[src/hw/rtl/fcc8_pkg.sv]
// ----------------------------------------------------------------------------
// fcc8_pkg
// shared types and constants of the crc-8 frame checker
// ----------------------------------------------------------------------------
package fcc8_pkg;

    localparam int LEN_W  = 6;
    localparam int BYTE_W = 8;

    localparam logic [BYTE_W-1:0] CRC_INIT  = 8'hFF;
    localparam logic [BYTE_W-1:0] CRC_POLY  = 8'h07;
    localparam logic [LEN_W-1:0]  CAP_RESET = 6'd32;

    localparam logic [1:0] T_START   = 2'd0;
    localparam logic [1:0] T_REGULAR = 2'd1;
    localparam logic [1:0] T_END     = 2'd2;
    localparam logic [1:0] T_SIMPLE  = 2'd3;

    typedef enum logic [2:0] {
        S_OK        = 3'd0,
        S_OK_END    = 3'd1,
        S_OK_SIMPLE = 3'd2,
        S_CRC       = 3'd3,
        S_BROKEN    = 3'd4,
        S_NOROOM    = 3'd5,
        S_LENERR    = 3'd6
    } status_t;

    // result request from parser to payload buffer
    typedef struct packed {
        logic             single;
        logic             drain;
        logic [1:0]       ftype;
        status_t          status;
        logic [LEN_W-1:0] len;
    } res_t;

    // payload write request
    typedef struct packed {
        logic              en;
        logic [LEN_W-1:0]  addr;
        logic [BYTE_W-1:0] data;
    } wr_t;

endpackage

[src/hw/rtl/fcc8_parser.sv]
// ----------------------------------------------------------------------------
// fcc8_parser
// header, payload and checksum parsing with crc-8 and run tracking
// ----------------------------------------------------------------------------
module fcc8_parser #(
    parameter int PAYLOAD_MAX = 32
) (
    input  logic                        clk,
    input  logic                        rst_n,
    input  logic                        cfg_valid,
    input  logic [fcc8_pkg::LEN_W-1:0]  cfg_data,
    input  logic                        item_valid,
    input  logic [fcc8_pkg::BYTE_W-1:0] item_byte,
    input  logic                        item_begin,
    input  logic                        drain_busy,
    input  logic                        out_free,
    output logic                        item_take,
    output fcc8_pkg::res_t              res,
    output fcc8_pkg::wr_t               wr
);

    localparam logic [fcc8_pkg::LEN_W-1:0] MAX_LEN = fcc8_pkg::LEN_W'(PAYLOAD_MAX);

    typedef enum logic [1:0] {
        PH_IDLE,
        PH_PAYLOAD,
        PH_CHECK
    } phase_t;

    phase_t                      phase_reg;
    phase_t                      phase_next;
    logic [fcc8_pkg::BYTE_W-1:0] header_reg;
    logic [fcc8_pkg::BYTE_W-1:0] crc_reg;
    logic [fcc8_pkg::LEN_W-1:0]  cnt_reg;
    logic                        start_flag_reg;
    logic                        start_flag_next;
    logic [fcc8_pkg::LEN_W-1:0]  cap_reg;

    logic [fcc8_pkg::LEN_W-1:0]  new_len;
    logic [1:0]                  new_type;
    logic [fcc8_pkg::LEN_W-1:0]  cur_len;
    logic [1:0]                  cur_type;
    logic [fcc8_pkg::LEN_W-1:0]  cnt_inc;
    logic [fcc8_pkg::BYTE_W-1:0] crc_hdr;
    logic [fcc8_pkg::BYTE_W-1:0] crc_pay;
    fcc8_pkg::res_t              res_d;

    function automatic logic [fcc8_pkg::BYTE_W-1:0] crc8_step(
        input logic [fcc8_pkg::BYTE_W-1:0] crc,
        input logic [fcc8_pkg::BYTE_W-1:0] b
    );
        logic [fcc8_pkg::BYTE_W-1:0] v;
        v = crc ^ b;
        for (int i = 0; i < fcc8_pkg::BYTE_W; i++)
        begin
            if (v[fcc8_pkg::BYTE_W-1])
                v = {v[fcc8_pkg::BYTE_W-2:0], 1'b0} ^ fcc8_pkg::CRC_POLY;
            else
                v = {v[fcc8_pkg::BYTE_W-2:0], 1'b0};
        end
        return v;
    endfunction

    assign new_len  = item_byte[fcc8_pkg::LEN_W-1:0];
    assign new_type = item_byte[7:6];
    assign cur_len  = header_reg[fcc8_pkg::LEN_W-1:0];
    assign cur_type = header_reg[7:6];
    assign cnt_inc  = cnt_reg + 1'b1;
    assign crc_hdr  = crc8_step(fcc8_pkg::CRC_INIT, item_byte);
    assign crc_pay  = crc8_step(crc_reg, item_byte);

    // decode of the byte held in the input register
    always_comb
    begin
        res_d           = '0;
        res_d.status    = fcc8_pkg::S_OK;
        res_d.len       = cur_len;
        res_d.ftype     = cur_type;
        phase_next      = PH_IDLE;
        start_flag_next = start_flag_reg;
        if (item_begin)
        begin
            res_d.ftype = new_type;
            if (new_len > MAX_LEN)
            begin
                res_d.single = 1'b1;
                res_d.status = fcc8_pkg::S_LENERR;
            end
            else if (new_len > cap_reg)
            begin
                res_d.single = 1'b1;
                res_d.status = fcc8_pkg::S_NOROOM;
            end
            else if (new_len == '0)
                phase_next = PH_CHECK;
            else
                phase_next = PH_PAYLOAD;
        end
        else
        begin
            unique case (phase_reg)
                PH_PAYLOAD:
                begin
                    phase_next = (cnt_inc >= cur_len) ? PH_CHECK : PH_PAYLOAD;
                end
                PH_CHECK:
                begin
                    if (crc_reg != item_byte)
                    begin
                        res_d.single = 1'b1;
                        res_d.status = fcc8_pkg::S_CRC;
                    end
                    else if ((cur_type == fcc8_pkg::T_START ||
                              cur_type == fcc8_pkg::T_SIMPLE) && start_flag_reg)
                    begin
                        start_flag_next = 1'b0;
                        res_d.single    = 1'b1;
                        res_d.status    = fcc8_pkg::S_BROKEN;
                    end
                    else
                    begin
                        case (cur_type)
                            fcc8_pkg::T_START:
                            begin
                                start_flag_next = 1'b1;
                                res_d.status    = fcc8_pkg::S_OK;
                            end
                            fcc8_pkg::T_END:
                            begin
                                start_flag_next = 1'b0;
                                res_d.status    = fcc8_pkg::S_OK_END;
                            end
                            fcc8_pkg::T_SIMPLE:
                                res_d.status = fcc8_pkg::S_OK_SIMPLE;
                            default:
                                res_d.status = fcc8_pkg::S_OK;
                        endcase
                        if (cur_len == '0)
                            res_d.single = 1'b1;
                        else
                            res_d.drain = 1'b1;
                    end
                end
                default:
                begin
                    phase_next = PH_IDLE;
                end
            endcase
        end
    end

    assign item_take = item_valid && !drain_busy && (!res_d.single || out_free);

    always_comb
    begin
        res        = res_d;
        res.single = res_d.single && item_take;
        res.drain  = res_d.drain && item_take;
        wr.en      = item_take && !item_begin && (phase_reg == PH_PAYLOAD) &&
                     (cnt_reg < MAX_LEN);
        wr.addr    = cnt_reg;
        wr.data    = item_byte;
    end

    always_ff @(posedge clk or negedge rst_n)
    begin
        if (!rst_n)
        begin
            phase_reg      <= PH_IDLE;
            header_reg     <= '0;
            crc_reg        <= fcc8_pkg::CRC_INIT;
            cnt_reg        <= '0;
            start_flag_reg <= 1'b0;
            cap_reg        <= fcc8_pkg::CAP_RESET;
        end
        else
        begin
            if (cfg_valid)
                cap_reg <= cfg_data;
            if (item_take)
            begin
                phase_reg      <= phase_next;
                start_flag_reg <= start_flag_next;
                if (item_begin)
                begin
                    header_reg <= item_byte;
                    cnt_reg    <= '0;
                    crc_reg    <= crc_hdr;
                end
                else if (phase_reg == PH_PAYLOAD)
                begin
                    cnt_reg <= cnt_inc;
                    crc_reg <= crc_pay;
                end
            end
        end
    end

endmodule

[src/hw/rtl/fcc8_payload_buf.sv]
// ----------------------------------------------------------------------------
// fcc8_payload_buf
// payload memory, drain sequencer and output register
// ----------------------------------------------------------------------------
module fcc8_payload_buf #(
    parameter int PAYLOAD_MAX = 32
) (
    input  logic                        clk,
    input  logic                        rst_n,
    input  fcc8_pkg::wr_t               wr,
    input  fcc8_pkg::res_t              res,
    input  logic                        out_ready,
    output logic                        out_valid,
    output logic [fcc8_pkg::BYTE_W-1:0] out_byte,
    output logic                        out_has,
    output logic [1:0]                  out_type,
    output fcc8_pkg::status_t           out_status,
    output logic                        out_last,
    output logic                        drain_busy,
    output logic                        out_free
);

    localparam int ADDR_W = (PAYLOAD_MAX > 1) ? $clog2(PAYLOAD_MAX) : 1;

    logic [fcc8_pkg::BYTE_W-1:0] mem [PAYLOAD_MAX];

    logic                        busy_reg;
    logic [fcc8_pkg::LEN_W-1:0]  idx_reg;
    logic [fcc8_pkg::LEN_W-1:0]  len_reg;
    logic [1:0]                  dtype_reg;
    fcc8_pkg::status_t           dstatus_reg;
    logic                        out_valid_reg;
    logic [fcc8_pkg::BYTE_W-1:0] out_byte_reg;
    logic                        out_has_reg;
    logic [1:0]                  out_type_reg;
    fcc8_pkg::status_t           out_status_reg;
    logic                        out_last_reg;
    logic                        drain_step;
    logic                        drain_end;

    assign out_free   = !out_valid_reg || out_ready;
    assign drain_step = busy_reg && out_free;
    assign drain_end  = (idx_reg + 1'b1) == len_reg;

    always_ff @(posedge clk or negedge rst_n)
    begin
        if (!rst_n)
        begin
            busy_reg      <= 1'b0;
            idx_reg       <= '0;
            out_valid_reg <= 1'b0;
        end
        else
        begin
            if (res.drain)
            begin
                busy_reg <= 1'b1;
                idx_reg  <= '0;
            end
            else if (drain_step)
            begin
                idx_reg <= idx_reg + 1'b1;
                if (drain_end)
                    busy_reg <= 1'b0;
            end
            if (drain_step || res.single)
                out_valid_reg <= 1'b1;
            else if (out_ready)
                out_valid_reg <= 1'b0;
        end
    end

    // memory, drain and output data registers
    always_ff @(posedge clk)
    begin
        if (wr.en)
            mem[wr.addr[ADDR_W-1:0]] <= wr.data;
        if (res.drain)
        begin
            len_reg     <= res.len;
            dtype_reg   <= res.ftype;
            dstatus_reg <= res.status;
        end
        if (drain_step)
        begin
            out_byte_reg   <= mem[idx_reg[ADDR_W-1:0]];
            out_has_reg    <= 1'b1;
            out_type_reg   <= dtype_reg;
            out_status_reg <= dstatus_reg;
            out_last_reg   <= drain_end;
        end
        else if (res.single)
        begin
            out_byte_reg   <= '0;
            out_has_reg    <= 1'b0;
            out_type_reg   <= res.ftype;
            out_status_reg <= res.status;
            out_last_reg   <= 1'b1;
        end
    end

    assign out_valid  = out_valid_reg;
    assign out_byte   = out_byte_reg;
    assign out_has    = out_has_reg;
    assign out_type   = out_type_reg;
    assign out_status = out_status_reg;
    assign out_last   = out_last_reg;
    assign drain_busy = busy_reg;

endmodule

[src/hw/rtl/frame_checker_crc8_unit.sv]
// ----------------------------------------------------------------------------
// frame_checker_crc8_unit
// byte-serial deframer checking crc-8 frames and releasing good payloads
//
//   channel   direction  signals                      contents
//   s_*       in         s_tvalid s_tready s_tdata    frame bytes
//                        s_tuser                      header marker
//   m_*       out        m_tvalid m_tready m_tdata    payload bytes and status
//                        m_tuser m_tlast              data flag, frame kind
//   cfg_*     in         cfg_valid cfg_ready cfg_data receiver capacity
//
// one frame byte per cycle through the input register and parser while no
// drain runs; a good frame with n payload bytes drains n results, one per
// cycle while the output is free, from the payload memory after the checksum
// reset is asynchronous; the payload memory is not cleared
// with no drain and a stalled output, bytes releasing no result keep flowing
// ----------------------------------------------------------------------------
module frame_checker_crc8_unit #(
    parameter int PAYLOAD_MAX = 32
) (
    input  logic                       clk,
    input  logic                       rst_n,
    input  logic                       s_tvalid,
    output logic                       s_tready,
    input  logic [7:0]                 s_tdata,   // in_byte
    input  logic                       s_tuser,   // frame_begin
    output logic                       m_tvalid,
    input  logic                       m_tready,
    output logic [15:0]                m_tdata,   // out_byte, status, zero fill
    output logic [2:0]                 m_tuser,   // has_data, frame_kind
    output logic                       m_tlast,
    input  logic                       cfg_valid,
    output logic                       cfg_ready,
    input  logic [fcc8_pkg::LEN_W-1:0] cfg_data
);

    logic                        in_valid_reg;
    logic [fcc8_pkg::BYTE_W-1:0] in_byte_reg;
    logic                        in_begin_reg;
    logic                        item_take;
    logic                        drain_busy;
    logic                        out_free;
    fcc8_pkg::res_t              res;
    fcc8_pkg::wr_t               wr;
    logic [fcc8_pkg::BYTE_W-1:0] out_byte;
    logic                        out_has;
    logic [1:0]                  out_type;
    fcc8_pkg::status_t           out_status;

    assign s_tready  = !in_valid_reg || item_take;
    assign cfg_ready = 1'b1;

    always_ff @(posedge clk or negedge rst_n)
    begin
        if (!rst_n)
            in_valid_reg <= 1'b0;
        else if (s_tready)
            in_valid_reg <= s_tvalid;
    end

    always_ff @(posedge clk)
    begin
        if (s_tvalid && s_tready)
        begin
            in_byte_reg  <= s_tdata;
            in_begin_reg <= s_tuser;
        end
    end

    fcc8_parser #(
        .PAYLOAD_MAX (PAYLOAD_MAX)
    ) u_parser (
        .clk        (clk),
        .rst_n      (rst_n),
        .cfg_valid  (cfg_valid),
        .cfg_data   (cfg_data),
        .item_valid (in_valid_reg),
        .item_byte  (in_byte_reg),
        .item_begin (in_begin_reg),
        .drain_busy (drain_busy),
        .out_free   (out_free),
        .item_take  (item_take),
        .res        (res),
        .wr         (wr)
    );

    fcc8_payload_buf #(
        .PAYLOAD_MAX (PAYLOAD_MAX)
    ) u_buf (
        .clk        (clk),
        .rst_n      (rst_n),
        .wr         (wr),
        .res        (res),
        .out_ready  (m_tready),
        .out_valid  (m_tvalid),
        .out_byte   (out_byte),
        .out_has    (out_has),
        .out_type   (out_type),
        .out_status (out_status),
        .out_last   (m_tlast),
        .drain_busy (drain_busy),
        .out_free   (out_free)
    );

    assign m_tdata = {5'b0, out_status, out_byte};
    assign m_tuser = {out_type, out_has};

endmodule

[config.mk]
export PLATFORM = sky130hd
export DESIGN_NAME = frame_checker_crc8_unit
export DESIGN_NICKNAME = d
export VERILOG_FILES = /design/src/hw/rtl/fcc8_pkg.sv /design/src/hw/rtl/fcc8_parser.sv /design/src/hw/rtl/fcc8_payload_buf.sv /design/src/hw/rtl/frame_checker_crc8_unit.sv
export SDC_FILE = /design/constraint.sdc
export NUM_CORES = 1
export LEC_CHECK = 0
export ABC_AREA = 0
export BUFFER_PORTS_ARGS = -buffer_cell sky130_fd_sc_hd__buf_2
export CAP_MARGIN = 20
export CORE_ASPECT_RATIO = 1.25
export CORE_UTILIZATION = 40
export DETAILED_ROUTE_END_ITERATION = 7
export PLACE_DENSITY_LB_ADDON = 0.1
export SETUP_SLACK_MARGIN = 0.4
export SLEW_MARGIN = 0
export SYNTH_ARGS = -nofsm -noshare
export SYNTH_HDL_FRONTEND = slang
export SYNTH_HIERARCHICAL = 1
export SYNTH_SLANG_ARGS = --single-unit
[constraint.sdc]
create_clock -name clk -period 3.5 [get_ports clk]
set_clock_uncertainty 0.1 [all_clocks]
set_input_delay 0.7 -clock clk [delete_from_list [all_inputs] [get_ports clk]]
set_output_delay 0.7 -clock clk [all_outputs]
set_load 0.05 [all_outputs]
==> results of run 1 <==
## logic make-up (layout without fill, tap and decap cells)
| group | Yosys count | after routing | synth area share |
|---|---|---|---|
| xor gates and xnor gates | 45 | 45 | 0.0295 |
| buffers and inverters | 83 | 196 | 0.0333 |
| and+or+nand+nor | 176 | 176 | 0.0601 |
| muxes | 110 | 110 | 0.127 |
| adders and majority gates | 23 | 23 | 0.0201 |
| DFF | 331 | 331 | 0.681 |
| other | 2 | 6 | 0.000525 |
| AOI/OAI and AO/OA | 103 | 103 | 0.0478 |
## power by group through the flow
stage	logic [mW]	registers [mW]	clock network (mW)
floorplan	3.20	5.45	0
global placement	4.42	5.38	0
detailed placement	4.47	5.39	0
CTS	4.56	5.30	3.48
global route	4.93	5.34	3.63
finish	4.57	5.28	3.39
## layer usage
layer / vias up / track usage / share of wire / wire length [µm]
li1: 3508 / - / - / -
met1: 3923 / 0.231 / 0.42 / 13400
met2: 153 / 0.328 / 0.53 / 16900
met3: 42 / 0.0277 / 0.035 / 1120
met4: 0 / 0.0542 / 0.020 / 641
met5: - / 0 / 0 / 0
## cells in the mapped netlist (all sizes together), types with 4 or more instances
master	n	area, µm²
nor3	16	85.1
nor2b	5	31.3
nand2	52	195
xor2	18	158
a22o	5	43.8
nand2b	10	70.1
xnor2	25	219
a22oi	17	128
o22ai	9	56.3
a21oi	25	125
a211oi	4	40.0
dfstp	9	236
nand3b	5	37.5
o21ai	26	134
mux4	56	1260
ha	23	288
nand4	4	25.0
or3b	4	35.0
dfrtp	31	776
inv	24	90.1
nand3	10	50.1
mux2i	38	380
and2	6	40.0
mux2	16	180
or3	4	25.0
edfxtp	290	8710
buf	46	337
nor2	54	203
clkbuf	13	48.8
## worst paths after layout
check | start | endpoint | slack [ns] | cells past startpoint
min in group asynchronous | rst_n | u_parser/header_reg[7] | 0.44 | 2
setup / recovery | in_byte_reg[5] | s_tready | 0.04 | 8
hold reg to reg | u_parser/header_reg[2] | u_buf/len_reg[2] | 0.37 | 0
setup reg to reg | in_byte_reg[4] | u_buf/dtype_reg[1] | 0.45 | 12
hold / removal | s_tdata[5] | in_byte_reg[5] | 0.25 | 1
max in group asynchronous | rst_n | u_parser/cap_reg[5] | 2.36 | 3
## metrics by stage
step           total power, mW  setup WS (ns)  cell area [µm²]  hold WS, ns
3_5_place_dp              9.85          0.326            15200        0.353
4_1_cts                   13.3         0.0526            16300        0.220
3_3_place_gp              9.80          0.390            15200        0.349
5_1_grt                   13.9        -0.0466            16400        0.231
6_report                  13.2         0.0418            16400        0.248
2_1_floorplan             8.65          0.534            14300        0.304
## layout make-up
type,instances,area share
multi-input cells,463,0.255
clock inverters,19,0.00617
flip-flops and latches,331,0.593
well taps,474,0.0361
clock buffers,44,0.0572
repair buffers,109,0.0476
inverters,24,0.00548
## worst max-delay path, delay by kind of cell (launching register included)
kind	cells	cell delay, ns
AO/OA/AOI/OAI	3	0.79
AND/OR/NAND/NOR	2	0.29
buffers and inverters	2	0.19
flip-flops	1	0.52
adder cells (fa/ha/maj)	1	0.33
## placed cells by master, fill, tap and decap left out, types with 17 or more instances in the layout
cell type and instances:
edfxtp_1 290, buf_4 66, mux4_2 56, nand2_1 52
nor2_1 52, mux2i_1 38, clkbuf_16 36, buf_2 36
dfrtp_1 29, a21oi_1 25, xnor2_1 24, o21ai_0 20
inv_1 20, xor2_1 18, ha_1 18, a22oi_1 17
## repair_timing
| item | in CTS | in global routing |
|---|---|---|
| setup endpoints to repair | 7 | 30 |
| endpoints found under the hold margin | 0 | 3 |
| setup buffers | 6 | 5 |
| pin swaps | 4 | 5 |
| resized for setup | 11 | 12 |
| gates cloned | 0 | 1 |
| hold buffers | 0 | 1 |
==> results by group, run 1 <==
Drt
  – Residual DRC: 0
  – DR pass1 iterations: 5
  – Vias per inst: 5.21
  – Post-route ant nets: 0
  – Vias: 7626
  – Average wire per standard cell: 21.9 µm
  – Routed wire length: 32.0 mm
  – Initial DRC count: 632

Floorplan
  – Die width: 171 µm
  – Full die area: 36500 µm²
  – Die Y: 213 µm
  – FP Rows: 77
  – Core footprint: 35300 µm²
  – IO Pins: 43
  – Initial core utilization: 0.405

CTS
  – TritonCTS clock tree: yes
  – Skew-Pair Late Insertion Delay: 0.52 ns
  – CTS Buf Count: 35
  – Clk sinks: 331
  – Root Buffer: clkbuf_16
  – Clock Path Buffers: 3
  – H-tree depth: 2
  – Reg clk slew, reported paths: 0.06 ns

Power
  – Internal: 8.68 mW
  – IR drop worst, VDD: 578 µV
  – Logic pwr share: 0.345
  – PwrDens: 805 nW/µm²
  – Sw Share: 0.344
  – Static Leakage: 5.82 nW
  – Clk network pwr share: 0.256
  – Sequential Power Share: 0.399
  – Net switching power: 4.55 mW

Synthesis
  – Syn. warnings: 6
  – Yosys cell types: 62
  – Yosys reg bits: 331
  – Synth Cell Area: 14300 µm²
  – Gate Count Post-Synth: 873
  – Number of enable flip-flop cells after synthesis: 290
  – Ys async rst share: 0.121
  – Avg Cell Area, Syn: 16.4 µm²
  – Ys flop type: edfxtp_1
  – Sequential area share after synthesis: 0.681

STA
  – Slew Limit Fails: 0
  – FMAX: 289 MHz
  – Final setup vio count: 0
  – Final hold viol count: 0
  – Fin crit period: 3.46 ns
  – Slew headroom: 0.385
  – TNS Setup: 0 ns
  – RSZ-0062 raised after global routing: true
  – Period Utilization, post-route: 0.988
  – Slew @ Worst Pin: 0.916 ns

Worst setup path
  – Crit path launch type: register
  – Crit-path max cell delay: 0.52 ns
  – Critical Path, Cell by Cell: ha_4 -> nand4_1 -> o21bai_4 -> a311oi_2 -> a211o_1 -> inv_2 -> nand2b_4 -> buf_8
  – Element type at the critical path end: output pin
  – CP Data Arrival Time: 2.66 ns
  – WP data required: 2.70 ns
  – Crit-path max FO: 4
  – CP max stage cell: edfxtp_1
  – Crit Path Category: register to output pin

Placement
  – Placed Instances: 1387
  – Port Buf Inserts: 36
  – Routability cong.: 0.842
  – Final HPWL DP: 21.4 mm

GRT
  – GRT overflow: 0
  – Initial antenna violation count: 0
  – Largest net degree at the start of global routing: 41
  – Vias in the first global route: 8037
  – First-pass GRT wire length: 49.1 mm
  – GRT Total Usage: 0.184

Final layout
  – Layout overhead on the synthesized area: 15.0%
  – FILL cells: 3083
  – Final Util: 0.466
  – Footprint of the multi-input gates: 4180 µm²
  – Max reg flops: 256
  – Post-route insts no fill: 1464
  – # diodes: 0
  – FF/Latch Area: 9750 µm²
  – Nets@finish: 1007
  – Share of layout cells above drive strength 1: 0.270

Run status
  – Status: completed

Flow run
  – Max Cap Viol: 0

Worst hold path
  – Worst hold-check path type: input port to register
Note: power is estimated with default switching activity, not from simulation.
==> run 2: changes to the inputs <==
CORE_UTILIZATION = 55   (was 40)
TNS_END_PERCENT = 10   (was unset)
==> run 2 against run 1 <==
- die area down 27%
- critical endpoint unchanged
- clock power decreased by 3%
- largest power group unchanged
- combinational power fell by 1%
- critical path depth is the same
- cell area down 1.6%
- global-route usage up 5.2 points
==> results by group, run 2 (same netlist as run 1, synthesis figures left out) <==
Worst setup path
  – Crit-path max FO: 4 (unchanged)
  – Crit path launch type: register
  – Reg2Reg Depth: 5 (-7)
  – Crit Path Category: register to output pin
  – WP data required: 2.70 ns (about the same)
  – Worst R2R Start: u_buf/drain_busy
  – R2r setup slk: 0.54 ns (+0.09 ns)
  – CP Data Arrival Time: 2.63 ns (-0.03 ns)
  – R2r endpoint: u_buf/mem[16][0]
  – Element type at the critical path end: output pin

Power
  – IR drop worst, VDD: 512 µV (-11%)
  – Pwr Total: 13.1 mW (-1.0%)
  – Static Leakage: 5.77 nW (-0.87%)
  – PwrDens: 810 nW/µm² (+0.62%)

Final layout
  – FILL cells: 1850 (-40%)
  – Layout overhead on the synthesized area: 13.1%
  – Max reg flops: 256 (unchanged)
  – Most frequent cells in the layout: edfxtp_1, buf_4, mux4_2
  – Share of layout cells above drive strength 1: 0.265 (-0.00433)
  – # diodes: 0 (unchanged)
  – Nets@finish: 994 (-1.3%)
  – Most common cell after layout, fill and taps aside: edfxtp_1
  – Footprint of the multi-input gates: 4170 µm² (-0.45%)
  – FF/Latch Area: 9750 µm² (unchanged)

GRT
  – Largest net degree at the start of global routing: 41 (unchanged)
  – Initial antenna violation count: 0 (unchanged)
  – First-pass GRT wire length: 47.0 mm (-4.2%)
  – Vias in the first global route: 8030 (-0.087%)
  – GRT overflow: 0 (unchanged)
  – GRT Total Usage: 0.236 (+0.0519)

Floorplan
  – FP Rows: 65 (-16%)
  – Core footprint: 25400 µm² (-28%)
  – Full die area: 26600 µm² (-27%)
  – Initial core utilization: 0.563 (+0.158)
  – Die width: 146 µm (-15%)
  – IO Pins: 43 (unchanged)
  – Die Y: 182 µm (-15%)

Drt
  – Vias per inst: 5.90 (+13%)
  – Average wire per standard cell: 23.1 µm (+5.7%)
  – Initial DRC count: 576 (-8.9%)
  – Residual DRC: 0 (unchanged)
  – Post-route ant nets: 0 (unchanged)
  – DR pass1 iterations: 4 (-1)
  – Vias: 7739 (+1.5%)
  – Routed wire length: 30.3 mm (-5.3%)

STA
  – Slew @ Worst Pin: 0.961 ns (+0.0447 ns)
  – Period Utilization, post-route: 0.980 (-0.00837)
  – Slew headroom: 0.360 (-0.0251)
  – FMAX: 292 MHz (+0.85%)
  – Hold slack: 0.186 ns (-0.0622 ns)
  – Final setup vio count: 0 (unchanged)
  – RSZ-0062 raised after global routing: true
  – Final hold viol count: 0 (unchanged)
  – Slew Limit Fails: 0 (unchanged)
  – Fin crit period: 3.43 ns (-0.0293 ns)

CTS
  – Cts hold-fix bufs: 0 (unchanged)
  – Clock Path Buffers: 3 (unchanged)
  – CTS Buf Count: 31 (-11%)
  – Skew-Pair Late Insertion Delay: 0.57 ns (+0.05 ns)
  – H-tree depth: 1 (-1)
  – Reg clk slew, reported paths: 0.06 ns (about the same)
  – TritonCTS clock tree: yes
  – Root Buffer: clkbuf_16
  – Clk sinks: 331 (unchanged)

Placement
  – Final HPWL DP: 19.8 mm (-7.5%)
  – Routability cong.: 0.887 (+5.3%)
  – Port Buf Inserts: 36 (unchanged)

Worst hold path
  – Worst hold-check path type: input port to async pin

Flow run
  – Max Cap Viol: 0 (unchanged)

Run status
  – Status: completed
==> run 2: cell types whose count changed in the layout (fill, tap and decap cells not counted), sizes merged <==
| cell | previous run | this run |
|---|---|---|
| buf | 108 | 99 |
| bufbuf | 0 | 1 |
| bufinv | 0 | 2 |
| clkbuf | 44 | 45 |
| clkinv | 18 | 10 |
| dlygate4sd3 | 1 | 0 |
==> run 2: power by group <==
| part | internal [mW] | total [mW] | switching (mW) |
|---|---|---|---|
| clock network | 1.88 | 3.30 | 1.42 |
| logic | 1.93 | 4.51 | 2.59 |
| registers | 4.86 | 5.29 | 0.431 |
==> run 2: critical path, stage by stage, from the launching register on <==
cell and delay (ns):
edfxtp_1 0.51, ha_4 0.33, nand4_1 0.17, o21bai_4 0.23
a311oi_2 0.27, a211o_2 0.23, inv_2 0.04, nand2b_4 0.14
buf_8 0.15
==> run 2: repair_timing <==
| item | in CTS | in global routing |
|---|---|---|
| gates cloned | 1 | 0 |
| setup endpoints to repair | 22 | 36 |
| resized for setup | 17 | 7 |
| setup buffers | 6 | 2 |
| pin swaps | 6 | 4 |
==> run 2: stage by stage <==
| step | area (µm²) | setup TNS [ns] | utilization | cells | setup slack, ns |
|---|---|---|---|---|---|
| floorplan | 14300 | 0 | - | 877 | 0.534 |
| global placement | 15000 | 0 | 0.591 | 1244 | 0.366 |
| detailed placement | 15000 | 0 | 0.591 | 1244 | 0.318 |
| CTS | 16100 | 0 | 0.636 | 1309 | 0.0561 |
| global route | 16200 | -0.0000118 | 0.637 | 1311 | -0.0000118 |
| finish | 16200 | 0 | 0.637 | 1311 | 0.0711 |
==> run 2: worst max path at each step <==
stage	start	endpoint	slack [ns]
2_1_floorplan	in_byte_reg[5]	u_buf/drain_busy	0.53
3_3_place_gp	u_parser/crc_reg[6]	s_tready	0.37
6_report	in_byte_reg[5]	s_tready	0.07
5_1_grt	in_byte_reg[5]	s_tready	-0.00001
3_5_place_dp	in_byte_reg[5]	s_tready	0.32
4_1_cts	in_byte_reg[4]	s_tready	0.06
==> run 2: per-layer routing <==
layer  vias to the layer above  part of all wire  global-route usage
li1                       3475                 -                   -
met3                        57             0.047              0.0280
met1                      3995              0.41               0.314
met2                       212              0.51               0.410
met4                         0             0.026              0.0704
met5                         -                 0                   0
==> run 2: area by class of cell <==
type | count | share of cell area
multi-input cells | 463 | 0.258
repair buffers | 100 | 0.0461
clock inverters | 13 | 0.00859
clock buffers | 45 | 0.0537
inverters | 24 | 0.00557
well taps | 335 | 0.0259
flip-flops and latches | 331 | 0.603
==> run 3: changes to the inputs <==
PLACE_DENSITY_LB_ADDON = 0.25   (was 0.1)
==> run 3 against run 2 <==
- sequential power about the same
- non-clock buffer count is 3 lower
- core utilization shrank 0.55 points
- critical path depth is the same
- cell area is 0.86% lower
- count of clock-buffer cells in the layout fell by 6
- worst setup slack improved by 0.0094 ns
- critical path type unchanged
- fmax up 0.27%
- combinational power fell by 2%
- global-route usage shrank 1.7 points
==> results by group, run 3 (same netlist as run 1, synthesis figures left out) <==
Final layout
  – Nets@finish: 991 (-0.30%)
  – Most common cell after layout, fill and taps aside: edfxtp_1
  – FILL cells: 1843 (-0.38%)
  – Layout overhead on the synthesized area: 12.1%
  – Max reg flops: 256 (unchanged)
  – Most frequent cells in the layout: edfxtp_1, buf_4, mux4_2
  – # diodes: 0 (unchanged)
  – Share of layout cells above drive strength 1: 0.250 (-0.0151)

Drt
  – Initial DRC count: 504 (-13%)
  – Routed wire length: 28.3 mm (-6.5%)
  – Average wire per standard cell: 21.8 µm (-5.8%)
  – Vias: 7516 (-2.9%)
  – Vias per inst: 5.77 (-2.2%)
  – Post-route ant nets: 0 (unchanged)
  – Residual DRC: 0 (unchanged)
  – DR pass1 iterations: 5 (+1)

GRT
  – Vias in the first global route: 7929 (-1.3%)
  – First-pass GRT wire length: 44.0 mm (-6.3%)
  – Initial antenna violation count: 0 (unchanged)
  – Largest net degree at the start of global routing: 41 (unchanged)
  – GRT Total Usage: 0.219 (-0.0172)
  – GRT overflow: 0 (unchanged)

Power
  – PwrDens: 807 nW/µm² (-0.43%)
  – IR drop worst, VDD: 603 µV (+18%)
  – Static Leakage: 5.71 nW (-0.99%)

Worst setup path
  – Crit-path max FO: 4 (unchanged)
  – Element type at the critical path end: output pin
  – Crit Path Category: register to output pin
  – Crit path launch type: register
  – CP max stage cell: edfxtp_1
  – Top delay family on crit path: compound AO/OA/AOI/OAI gates
  – CP Data Arrival Time: 2.62 ns (about the same)
  – Critical Path, Cell by Cell: ha_4 -> nand4_1 -> a211oi_2 -> a311oi_2 -> a211o_1 -> inv_1 -> nand2b_4 -> buf_8
  – Worst Path Buf+Inv: 2 (unchanged)
  – Crit-path max cell delay: 0.51 ns (about the same)
  – WP data required: 2.70 ns (about the same)

STA
  – Final hold viol count: 0 (unchanged)
  – Fin crit period: 3.42 ns (-0.00935 ns)
  – Slew @ Worst Pin: 0.940 ns (-0.0208 ns)
  – FMAX: 292 MHz (+0.27%)
  – Period Utilization, post-route: 0.977 (-0.00267)
  – Final WS setup: 0.0805 ns (+0.00935 ns)
  – TNS Setup: 0 ns (unchanged)
  – Slew Limit Fails: 0 (unchanged)
  – Slew headroom: 0.373 (+0.0138)
  – Hold slack: 0.191 ns (+0.00571 ns)
  – RSZ-0062 raised after global routing: true
  – Final setup vio count: 0 (unchanged)

CTS
  – Clock Path Buffers: 3 (unchanged)
  – Clk sinks: 331 (unchanged)
  – CTS Buf Count: 31 (unchanged)
  – H-tree depth: 1 (unchanged)
  – Skew-Pair Late Insertion Delay: 0.55 ns (-0.02 ns)
  – Root Buffer: clkbuf_16
  – TritonCTS clock tree: yes
  – Reg clk slew, reported paths: 0.06 ns (about the same)

Placement
  – Worst slack at placement: 0.396 ns (+0.0780 ns)
  – Final HPWL DP: 18.9 mm (-4.8%)
  – Port Buf Inserts: 36 (unchanged)
  – Routability cong.: 0.819 (-7.7%)

Flow run
  – Max Cap Viol: 0 (unchanged)

Floorplan
  – Initial core utilization: 0.563 (unchanged)
  – Die Y: 182 µm (unchanged)
  – Core footprint: 25400 µm² (unchanged)
  – IO Pins: 43 (unchanged)
  – FP Rows: 65 (unchanged)
  – Full die area: 26600 µm² (unchanged)
  – Die width: 146 µm (unchanged)

Run status
  – Status: completed

Worst hold path
  – Worst hold-check path type: input port to async pin
[run 3: cell types whose count changed in the layout (fill, tap and decap cells not counted), moves of 3 or more]
cell / before / now
clkinv_4: 3 / 0
inv_2: 5 / 2
nor2_4: 3 / 0
clkbuf_8: 4 / 0
inv_1: 19 / 22
[run 3: final timing paths]
check                                       startpoint  slack [ns]  depth (start not counted)          endpoint
worst max-delay path                    in_byte_reg[5]        0.08                          8          s_tready
worst min-delay path                             rst_n        0.19                          1   u_buf/out_valid
worst max register to register          in_byte_reg[5]        0.44                          9  u_buf/len_reg[0]
worst min register to register  u_parser/header_reg[2]        0.35                          0  u_buf/len_reg[2]
max in group asynchronous                        rst_n        2.43                          1  u_buf/idx_reg[0]
min in group clk                            s_tdata[6]        0.22                          1    in_byte_reg[6]
[run 3: what timing repair did]
action,4_1_cts,5_1_grt
endpoints found under the setup margin,9,43
resized for setup,10,1
pin swaps,5,3
hold buffers,0,0
buffers inserted,6,0
[run 3: per-stage QoR]
step / area (µm²) / power, mW / cells / utilization
2_1_floorplan: 14300 / 8.65 / 877 / -
3_3_place_gp: 15000 / 9.66 / 1244 / 0.590
3_5_place_dp: 15000 / 9.70 / 1244 / 0.590
4_1_cts: 16000 / 13.0 / 1302 / 0.632
5_1_grt: 16000 / 13.5 / 1302 / 0.632
6_report: 16000 / 12.9 / 1302 / 0.632
[run 3: final cells by class]
cell class              count  area, µm²  share of cell area
multi-input cells         463       4140               0.258
repair buffers             97        677              0.0422
clock inverters            13        160             0.00999
inverters                  24       90.1             0.00562
clock buffers              39        806              0.0503
flip-flops and latches    331       9750               0.608
well taps                 335        419              0.0261
[run 3: power breakdown]
part           switching, mW  internal [mW]  total, mW
clock                   1.34           1.90       3.24
combinational           2.54           1.88       4.41
sequential             0.421           4.86       5.28
[run 3: per-layer routing]
layer | GRT usage | up-vias | part of all wire
li1 | - | 3462 | -
met1 | 0.279 | 3803 | 0.41
met2 | 0.389 | 189 | 0.52
met3 | 0.0263 | 62 | 0.042
met4 | 0.0729 | 0 | 0.029
met5 | 0 | - | 0
